## src/rtl/core/dnd_pkg.sv

```systemverilog
package dnd_pkg;

	localparam int STORE_DEPTH    = 512;
	localparam int MAX_NAME_BYTES = 256;
	localparam int ADDR_W         = $clog2(STORE_DEPTH);
	localparam int CUR_W          = 14;
	localparam int CNT_W          = $clog2(MAX_NAME_BYTES);
	localparam int EPOCH_W        = 8;

	localparam logic [7:0] PTR_MARK      = 8'hC0;
	localparam logic [7:0] PTR_HIGH_MASK = 8'h3F;

	localparam logic FUNC_LOAD   = 1'b0;
	localparam logic FUNC_DECODE = 1'b1;

	localparam logic [1:0] ST_OK       = 2'd0;
	localparam logic [1:0] ST_LOOP     = 2'd1;
	localparam logic [1:0] ST_TOO_LONG = 2'd2;
	localparam logic [1:0] ST_OOB      = 2'd3;

	typedef struct packed {
		logic       func;
		logic [8:0] load_address;
		logic [7:0] load_byte;
		logic [8:0] start_offset;
	} req_t;

	typedef struct packed {
		logic [63:0] name_word;
		logic [3:0]  byte_count;
		logic        last;
		logic [9:0]  wire_length;
		logic [1:0]  status;
	} rsp_t;

	typedef struct packed {
		logic       load_wr;
		logic       start;
		logic       rd;
		logic       emit;
		logic       set_rem;
		logic       dec_rem;
		logic       inc_cur;
		logic       zero_wire;
		logic       ptr_mark;
		logic       ptr_jump;
		logic       push_final;
		logic [1:0] fin_status;
		logic       clr_wr;
		logic       clr_start;
		logic       epoch_inc;
		logic       epoch_one;
	} cmd_t;

	typedef struct packed {
		logic cur_oob;
		logic next_oob;
		logic is_zero;
		logic is_ptr;
		logic vis_hit;
		logic in_label;
		logic name_full;
		logic slot7;
		logic out_free;
		logic epoch_max;
		logic clr_done;
	} sts_t;

endpackage

```

## src/rtl/core/dnd_ctrl.sv

```systemverilog
module dnd_ctrl (
	input  logic          clk,
	input  logic          arst_n,
	input  logic          req_valid,
	input  dnd_pkg::req_t req,
	output logic          req_stall,
	input  dnd_pkg::sts_t sts,
	output dnd_pkg::cmd_t cmd
);
	import dnd_pkg::*;

	localparam logic [2:0] S_CLR  = 3'd0;
	localparam logic [2:0] S_IDLE = 3'd1;
	localparam logic [2:0] S_RD   = 3'd2;
	localparam logic [2:0] S_EVAL = 3'd3;
	localparam logic [2:0] S_PTR2 = 3'd4;
	localparam logic [2:0] S_FIN  = 3'd5;

	logic [2:0] state_q, state_d;
	logic [1:0] status_q, status_d;
	logic       clr_query_q, clr_query_d;
	logic       acc;
	logic       can_emit;

	assign req_stall = (state_q != S_IDLE);
	assign acc       = req_valid && !req_stall;
	assign can_emit  = !sts.slot7 || sts.out_free;

	always_comb begin
		state_d     = state_q;
		status_d    = status_q;
		clr_query_d = clr_query_q;
		cmd         = '0;
		cmd.fin_status = status_q;
		case (state_q)
			S_CLR: begin
				cmd.clr_wr = 1'b1;
				if (sts.clr_done) begin
					if (clr_query_q) begin
						cmd.epoch_one = 1'b1;
						state_d = S_RD;
					end else begin
						state_d = S_IDLE;
					end
				end
			end
			S_IDLE: begin
				if (acc) begin
					if (req.func == FUNC_LOAD) begin
						cmd.load_wr = 1'b1;
					end else begin
						cmd.start = 1'b1;
						status_d  = ST_OK;
						if (sts.epoch_max) begin
							cmd.clr_start = 1'b1;
							clr_query_d   = 1'b1;
							state_d       = S_CLR;
						end else begin
							cmd.epoch_inc = 1'b1;
							state_d       = S_RD;
						end
					end
				end
			end
			S_RD: begin
				if (sts.cur_oob) begin
					status_d = ST_OOB;
					state_d  = S_FIN;
				end else begin
					cmd.rd  = 1'b1;
					state_d = S_EVAL;
				end
			end
			S_EVAL: begin
				if (sts.in_label || (!sts.is_zero && !sts.is_ptr)) begin
					if (sts.name_full) begin
						status_d = ST_TOO_LONG;
						state_d  = S_FIN;
					end else if (can_emit) begin
						cmd.emit    = 1'b1;
						cmd.inc_cur = 1'b1;
						cmd.dec_rem = sts.in_label;
						cmd.set_rem = !sts.in_label;
						state_d     = S_RD;
					end
				end else if (sts.is_zero) begin
					if (sts.name_full) begin
						status_d = ST_TOO_LONG;
						state_d  = S_FIN;
					end else if (can_emit) begin
						cmd.emit      = 1'b1;
						cmd.zero_wire = 1'b1;
						status_d      = ST_OK;
						state_d       = S_FIN;
					end
				end else if (sts.vis_hit) begin
					status_d = ST_LOOP;
					state_d  = S_FIN;
				end else begin
					cmd.ptr_mark = 1'b1;
					if (sts.next_oob) begin
						status_d = ST_OOB;
						state_d  = S_FIN;
					end else begin
						state_d = S_PTR2;
					end
				end
			end
			S_PTR2: begin
				cmd.ptr_jump = 1'b1;
				state_d      = S_RD;
			end
			S_FIN: begin
				if (sts.out_free) begin
					cmd.push_final = 1'b1;
					state_d        = S_IDLE;
				end
			end
			default: begin
				state_d = S_IDLE;
			end
		endcase
	end

	always_ff @(posedge clk or negedge arst_n) begin
		if (!arst_n) begin
			state_q     <= S_CLR;
			status_q    <= ST_OK;
			clr_query_q <= 1'b0;
		end else begin
			state_q     <= state_d;
			status_q    <= status_d;
			clr_query_q <= (state_q == S_CLR && sts.clr_done) ? 1'b0 : clr_query_d;
		end
	end
endmodule

```

## config.mk

```make
export PLATFORM = sky130hd
export DESIGN_NAME = dnd_ctrl
export DESIGN_NICKNAME = d
export VERILOG_FILES = /design/src/rtl/core/dnd_pkg.sv /design/src/rtl/core/dnd_ctrl.sv
export SDC_FILE = /design/constraint.sdc
export NUM_CORES = 1
export LEC_CHECK = 0
export ABC_CLOCK_PERIOD_IN_PS = 4520
export BUFFER_PORTS_ARGS = -buffer_cell sky130_fd_sc_hd__buf_2
export CAP_MARGIN = 25
export CORE_MARGIN = 2
export CORE_UTILIZATION = 25
export CTS_BUF_LIST = sky130_fd_sc_hd__clkbuf_2 sky130_fd_sc_hd__clkbuf_4 sky130_fd_sc_hd__clkbuf_8
export DETAILED_ROUTE_END_ITERATION = 12
export GPL_TIMING_DRIVEN = 1
export PLACE_DENSITY = 0.6
export RECOVER_POWER = 50
export SLEW_MARGIN = 20
export SYNTH_ARGS = -nofsm -noshare
export SYNTH_HDL_FRONTEND = slang
export SYNTH_SLANG_ARGS = --single-unit
```

## constraint.sdc

```tcl
create_clock -name clk -period 4.52 [get_ports clk]
set_input_delay 0.226 -clock clk [delete_from_list [all_inputs] [get_ports clk]]
set_output_delay 0.226 -clock clk [all_outputs]
set_load 0.05 [all_outputs]
```

# [After elaboration in Yosys (flattened, before gate mapping)]
# Cells that the tools add are included.
[totals] reg_bits=6 input_bits=41 out_inout_bits=18
[classes] n_eq_ne=15 mux=61 n_reduce_logical=19
[op_table] op="2-to-1 mux 3 bit" n=13
[op_table] op="2-to-1 mux 2 bit" n=18
[op_table] op="2-to-1 mux 1 bit" n=25
[op_table] op="one-hot mux 3 bit (6 select lines)" n=1
[op_table] op="!= test 2 bit, second input constant" n=5
[op_table] op="2-to-1 mux 4 bit" n=2
[op_table] op="!= test 4 bit, second input constant" n=2
[op_table] op="nonzero test 2 bit" n=4
[op_table] op="AND reduction 7 bit" n=1
[op_table] op="== test 3 x 2 -> 1 bit, second input constant" n=2
[op_table] op="== test 3 bit, second input constant" n=2
[op_table] op="2-to-1 mux 6 bit" n=1
[op_table] op="one-hot mux 2 bit (3 select lines)" n=1
[op_table] op="AND reduction 6 bit" n=1
[op_table] op="logical NOT 1 bit" n=5
[op_table] op="!= test 5 bit, second input constant" n=1
[op_table] op="AND reduction 4 bit" n=1
[op_table] op="== test 3 x 1 -> 1 bit, second input constant" n=1
[op_table] op="logical AND 1 bit" n=3
[op_table] op="logical NOT 3 bit" n=1
[op_table] op="!= test 3 x 1 -> 1 bit, second input constant" n=1
[op_table] op="!= test 3 bit, second input constant" n=1
[op_table] op="nonzero test 3 bit" n=1
[op_table] op="logical OR 1 bit" n=2

# [Logic depth before layout (Yosys ltp)]
# Gate-level depths: netlist of run 1.
[depth] depth_word=7 ltp_mapped=6

# [Least setup slack after synthesis of run 1]
# No wires, ideal clock.
[synth_timing] path_type="flip-flop to output port" startpoint="reg state_q[0]" endpoint="out cmd[0] (netlist name)" arrival_ns=2.409 required_ns=4.294 setup_slack_ns=1.885 path_stages_with_launch=5 cell_sequence="dfrtp_1 -> buf_4 -> buf_6 -> nor3_1 -> and3_1"
[synth_lines] item="from (decl)" line="dnd_ctrl.sv:19" rtl="logic [2:0] state_q, state_d;"
[synth_lines] item="from (signal assigned)" line="dnd_ctrl.sv:131" rtl="state_q <= state_d;"
[synth_lines] item="to (decl)" line="dnd_ctrl.sv:8" rtl="output dnd_pkg::cmd_t cmd"

==> qor.csv, run 1 <==
metric;value;unit
Setup crit end kind;output pin;
Max-cap violations;0;
vias in the first global route;545;
Syn Inst Count;74;
Synth Cell Area;624.3;µm²
FP Rows;18;
status;finished, final reports clean;
vias per cell;4.852;
Post-Route WL;1.505;mm
Worst Path Class, Setup;reg2out;
EDFF count, synth;0;
largest net degree at the start of global routing;21;
Final nets;148;
Initial Utilization;25.91;%
PwrDens;581.1;nW/µm²
fmax;466.1;MHz
ys async rst share;100.0;%
Max rail drop VDD;0.2810;mV
clk_lat worst skew;0.24;ns
design area;784.5;µm²
I/O pins;59;
Hold Crit Class;in2reg;
syn_nets;115;
Worst Path Required;4.29;ns
Final HPWL DP;1.228;mm
Tmin final;2.145;ns
Setup crit start kind;flop;
Rel. slew slack;56.83;%
Synth cell types;37;
Synth warnings;0;
Setup-failing EPs final;0;
Clk pin slew, worst setup/hold paths;0.04;ns
Max clock buf depth;2;
first-pass GRT wire length;2.290;mm
crit path max fanout;20;
Final Core Density;32.55;%
placed cell area;783.3;µm²
area grow syn2layout;25.65;%
gpl congestion;0.7895;
number of DRC markers in iteration 0;7;
unrepaired setup endpoints after global routing;false;
skew final;0.007854;ns
ANT cells;0;
DR DRC count;0;
Synth Area per Inst;8.437;µm²
top_reg_cell synth;dfrtp_1;
Seq/Total Area, Yosys;24.05;%
Die Ht;53.98;µm
DR vias;655;
Final period util;47.47;%
most common cell after layout, fill and taps aside;buf_2;
GR Util All Layers;10.88;%
die width;53.98;µm
crit path DAT;1.92;ns
Worst R2R Setup Slack;2.73;ns
CTS root buffer;clkbuf_4;
most frequent cells in the layout;buf_2 (26), nor2_1 (7), dfrtp_1 (6), clkbuf_1 (6), nand2_1 (5);
Resized cells post-CTS;0;
core area;2410;µm²
initial antenna violation count;0;
Antenna Nets Post-Route;0;
max-slew violations;0;
drt first pass iters;4;
final hold vios;0;
Pleak;0.3801;nW
final setup TNS;0;ns
CTS buffer count;3;
#FFs+latches synth;6;
full die area;2913;µm²
GR Overflow Total;0;
worst slew pin tran;0.6312;ns
Avg WL per Cell;11.15;µm
share of layout cells above drive strength 1;32.38;%
CTS tree;yes;
# port buffers;32;
H-tree levels;1;
CTS Sinks;6;
critical path, cell delays in order, from the launching register on:
cell	delay, ns
dfrtp_1	0.66
nor3b_1	0.36
and3_1	0.24
and2_1	0.16
buf_2	0.27
per-layer routing:
metal  vias up  share of wire, %  track usage, %
met4         0                 0           6.250
met3         0               5.6           1.944
li1        336                 -               -
met1       306                45           14.24
met5         -                 0               0
met2        13                50           16.67
final cells by class:
cell class | count | area (µm²)
inverter | 4 | 15.01
timing repair buffer | 33 | 162.7
tap | 30 | 37.54
multi-input combinational | 59 | 396.6
fill | 269 | 1625
sequential | 6 | 150.1
clock buffer | 3 | 22.52
synthesized netlist by cell type, drive strengths merged (2+ instances only):
library cell | number | area (µm²)
nor2 | 7 | 26.28
dfrtp | 6 | 150.1
buf | 5 | 38.78
nand2 | 5 | 18.77
inv | 4 | 15.01
nand3 | 4 | 20.02
nor3 | 4 | 20.02
and3 | 3 | 18.77
nor2b | 3 | 21.27
nor3b | 3 | 27.52
nor4 | 3 | 18.77
a21oi | 2 | 10.01
a31oi | 2 | 12.51
mux2 | 2 | 22.52
nand2b | 2 | 12.51
nand4 | 2 | 18.77
o21ai | 2 | 10.00
o31ai | 2 | 15.01
where the power goes:
part,internal [mW],switching (mW),total [mW]
clock network,0.0300,0.0184,0.0484
registers,0.0740,0.0492,0.123
logic,0.0911,0.193,0.284
total,0.195,0.261,0.456
registers in the layout, indices dropped and copies added (netlist names):
register / cells
clr_query_q: 1
state_q: 3
status_q: 2
stage by stage:
step | worst slack [ns] | instances | hold WS (ns) | power [mW]
floorplan | 1.885 | 74 | -0.06959 | 0.3848
global placement | 2.708 | 131 | 0.05194 | 0.4294
detailed placement | 2.671 | 131 | 0.05545 | 0.4337
CTS | 2.409 | 135 | 0.2403 | 0.4860
global route | 2.191 | 135 | 0.2287 | 0.4917
finish | 2.375 | 135 | 0.2122 | 0.4559
worst paths after layout:
path | start | endpoint | cells past startpoint
hold reg to reg | status_q[1] | status_q[1] | 1
hold / removal | sts[0] | clr_query_q | 2
setup / recovery | state_q[0] | cmd[2] | 4
min in group asynchronous | arst_n | state_q[2] | 2
setup reg to reg | state_q[0] | state_q[0] | 4
max in group asynchronous | arst_n | clr_query_q | 2
cells by family (layout without fill, tap and decap cells):
| kind of cell | count (synthesis) | count (layout) | synth area share [%] |
|---|---|---|---|
| AO/OA/AOI/OAI | 14 | 14 | 20.64 |
| buffers and inverters | 9 | 40 | 8.615 |
| flip-flops | 6 | 6 | 24.05 |
| multiplexers | 3 | 3 | 5.210 |
| AND/OR/NAND/NOR | 42 | 42 | 41.48 |
what timing repair did:
item,in CTS,in global routing
hold endpoints to repair,6,0
setup endpoints to repair,0,0
setup buffers,0,0
hold buffers,1,0
(Power assumes the default switching activity.)
==> run 2: changes to the inputs <==
Settings changed: ABC_CLOCK_PERIOD_IN_PS 4520 to 1850, PLACE_DENSITY 0.6 to 0.63.
Clock period 4.52 ns to 1.85 ns, I/O delays scaled along.
==> qor.csv, run 2 (synthesized netlist as in run 1, its figures left out) <==
metric;value;unit;change
status;finished, final reports clean;;
fmax;593.9;MHz;
FP Rows;18;;unchanged
Post-Route WL;1.780;mm;+18%
PnR worst setup slack;0.1663;ns;-2.208 ns
most common cell after layout, fill and taps aside;buf_2;;
Layout Cells excl Fill;138;;+2.2%
Largest regs;state_q (3), status_q (2), clr_query_q (1);;
Final HPWL DP;1.425;mm;+16%
Initial Utilization;25.91;%;unchanged
Pleak;0.4115;nW;+8.3%
Clock power frac;9.7;%;-0.9 points
crit path max fanout;7;;-65%
ANT cells;0;;unchanged
final setup TNS;0;ns;unchanged
max reg flops;3;;unchanged
Final nets;151;;+2.0%
FF-to-FF Start;state_q[0];;
Setup Slack @ Placement;0.2774;ns;-2.393 ns
max-slew violations;0;;unchanged
CP startpoint;state_q[1];;
CTS root buffer;clkbuf_4;;
H-tree levels;1;;unchanged
combinational fraction of design power;68.9;%;+6.5 points
Setup crit end kind;output pin;;
number of DRC markers in iteration 0;12;;+5
GR Overflow Total;0;;unchanged
Sequential Power Share;21.4;%;-5.6 points
final hold vios;0;;unchanged
Rel. slew slack;60.72;%;+3.9 points
highest-delay cell along the critical path;dfrtp_1;;
Antenna Nets Post-Route;0;;unchanged
final hold slack;0.08303;ns;-0.1292 ns
GR Util All Layers;12.94;%;+2.1 points
die width;53.98;µm;unchanged
CTS buffer count;3;;unchanged
gpl congestion;0.8750;;+11%
Buf/Inv on CP;1;;unchanged
Worst Path Required;1.76;ns;-2.53 ns
crit-path leading delay family;simple AND/OR/NAND/NOR gates;;
unrepaired setup endpoints after global routing;false;;
# port buffers;32;;unchanged
placed cells;134;;+2.3%
Avg WL per Cell;12.90;µm;+16%
Max clock buf depth;2;;unchanged
crit path cell chain;nor3b_2 > and3_2 > and2_2 > buf_2;;
share of layout cells above drive strength 1;45.37;%;+13 points
Setup crit start kind;flop;;
register with the most flip-flops;state_q;;
Clk pin slew, worst setup/hold paths;0.04;ns;about the same
vias per cell;5.138;;+5.9%
Max rail drop VDD;0.7571;mV;+170%
Worst Path Class, Setup;reg2out;;
design area;860.8;µm²;+9.7%
crit path DAT;1.59;ns;-0.33 ns
I/O pins;59;;unchanged
CTS Sinks;6;;unchanged
area grow syn2layout;37.88;%;
DR DRC count;0;;unchanged
Power Total;1.227;mW;+170%
Tmin final;1.684;ns;
Die Ht;53.98;µm;unchanged
skew final;0.002696;ns;-0.005158 ns
PwrDens;1426;nW/µm²;+150%
largest net degree at the start of global routing;12;;-43%
Final Core Density;35.72;%;+3.2 points
most frequent cells in the layout;buf_2 (24), nor2_1 (7), nand2_1 (5), dfrtp_1 (5);;
first-pass GRT wire length;2.773;mm;+21%
clk_lat worst skew;0.24;ns;about the same
DR vias;709;;+8.2%
Max stage delay on crit path;0.45;ns;-0.21 ns
vias in the first global route;640;;+17%
worst slew pin tran;0.5917;ns;-0.03946 ns
placed cell area;833.3;µm²;+6.4%
Final period util;91.01;%;
P_sw;684.3;µW;+160%
Hold Crit Class;in2reg;;
core area;2410;µm²;unchanged
Pint;543.2;µW;+180%
Setup-failing EPs final;0;;unchanged
full die area;2913;µm²;unchanged
CTS tree;yes;;
drt first pass iters;4;;unchanged
sw frac;55.75;%;-1.5 points
Hold Startpoint;sts[0];;
initial antenna violation count;0;;unchanged
Max-cap violations;0;;unchanged
## run 2: cell types whose count changed in the layout (fill, tap and decap cells not counted), moves of 2 or more
cell and change:
nor3b_2 +2, nor4_1 -2, clkbuf_2 +2, clkbuf_1 -2, nor4_2 +2, nor3b_1 -2, buf_2 -2, buf_4 +4
## run 2: final timing paths
kind | endpoint | slack (ns) | cells after the start
worst max-delay path | cmd[2] | 0.17 | 4
worst min-delay path | clr_query_q | 0.08 | 2
worst max register to register | state_q[0] | 0.23 | 5
worst min register to register | status_q[0] | 0.49 | 1
max in group asynchronous | state_q[0] | 1.33 | 2
min in group asynchronous | state_q[2] | 0.25 | 2
## run 2: what timing repair did
action	CTS	global route
hold endpoints to repair	6	0
setup buffers	0	0
hold buffers	1	0
resized for setup	0	7
endpoints found under the setup margin	0	4
## run 2: final cells by class
type / instances / area, µm²
multi-input combinational: 59 / 437.9
clock buffer: 3 / 22.52
sequential: 6 / 151.4
tap: 30 / 37.54
inverter: 4 / 15.01
fill: 260 / 1549
timing repair buffer: 36 / 196.4
## run 2: worst register-to-register path: cells and delay by family (launching register included)
family	cells	cell delay (ns)
buffers and inverters	1	0.20
AND/OR/NAND/NOR	2	0.26
AO/OA/AOI/OAI	2	0.62
flip-flops	1	0.46
## run 2: layer usage
layer  part of all wire [%]  GRT usage [%]  up-vias  wire length (µm)
met5                      0              0        -                 0
met4                      0          4.583        0                 0
met3                    7.9          4.167        0               141
met2                     46          20.33       26               822
met1                     46          16.53      338               816
li1                       -              -      345                 -
## run 2: power by group through the flow
stage / sequential (mW) / clock, mW / combinational [mW]
2_1_floorplan: 0.245 / 0 / 0.711
3_3_place_gp: 0.260 / 0 / 0.847
3_5_place_dp: 0.261 / 0 / 0.865
4_1_cts: 0.261 / 0.126 / 0.870
5_1_grt: 0.275 / 0.134 / 0.913
6_report: 0.263 / 0.119 / 0.846
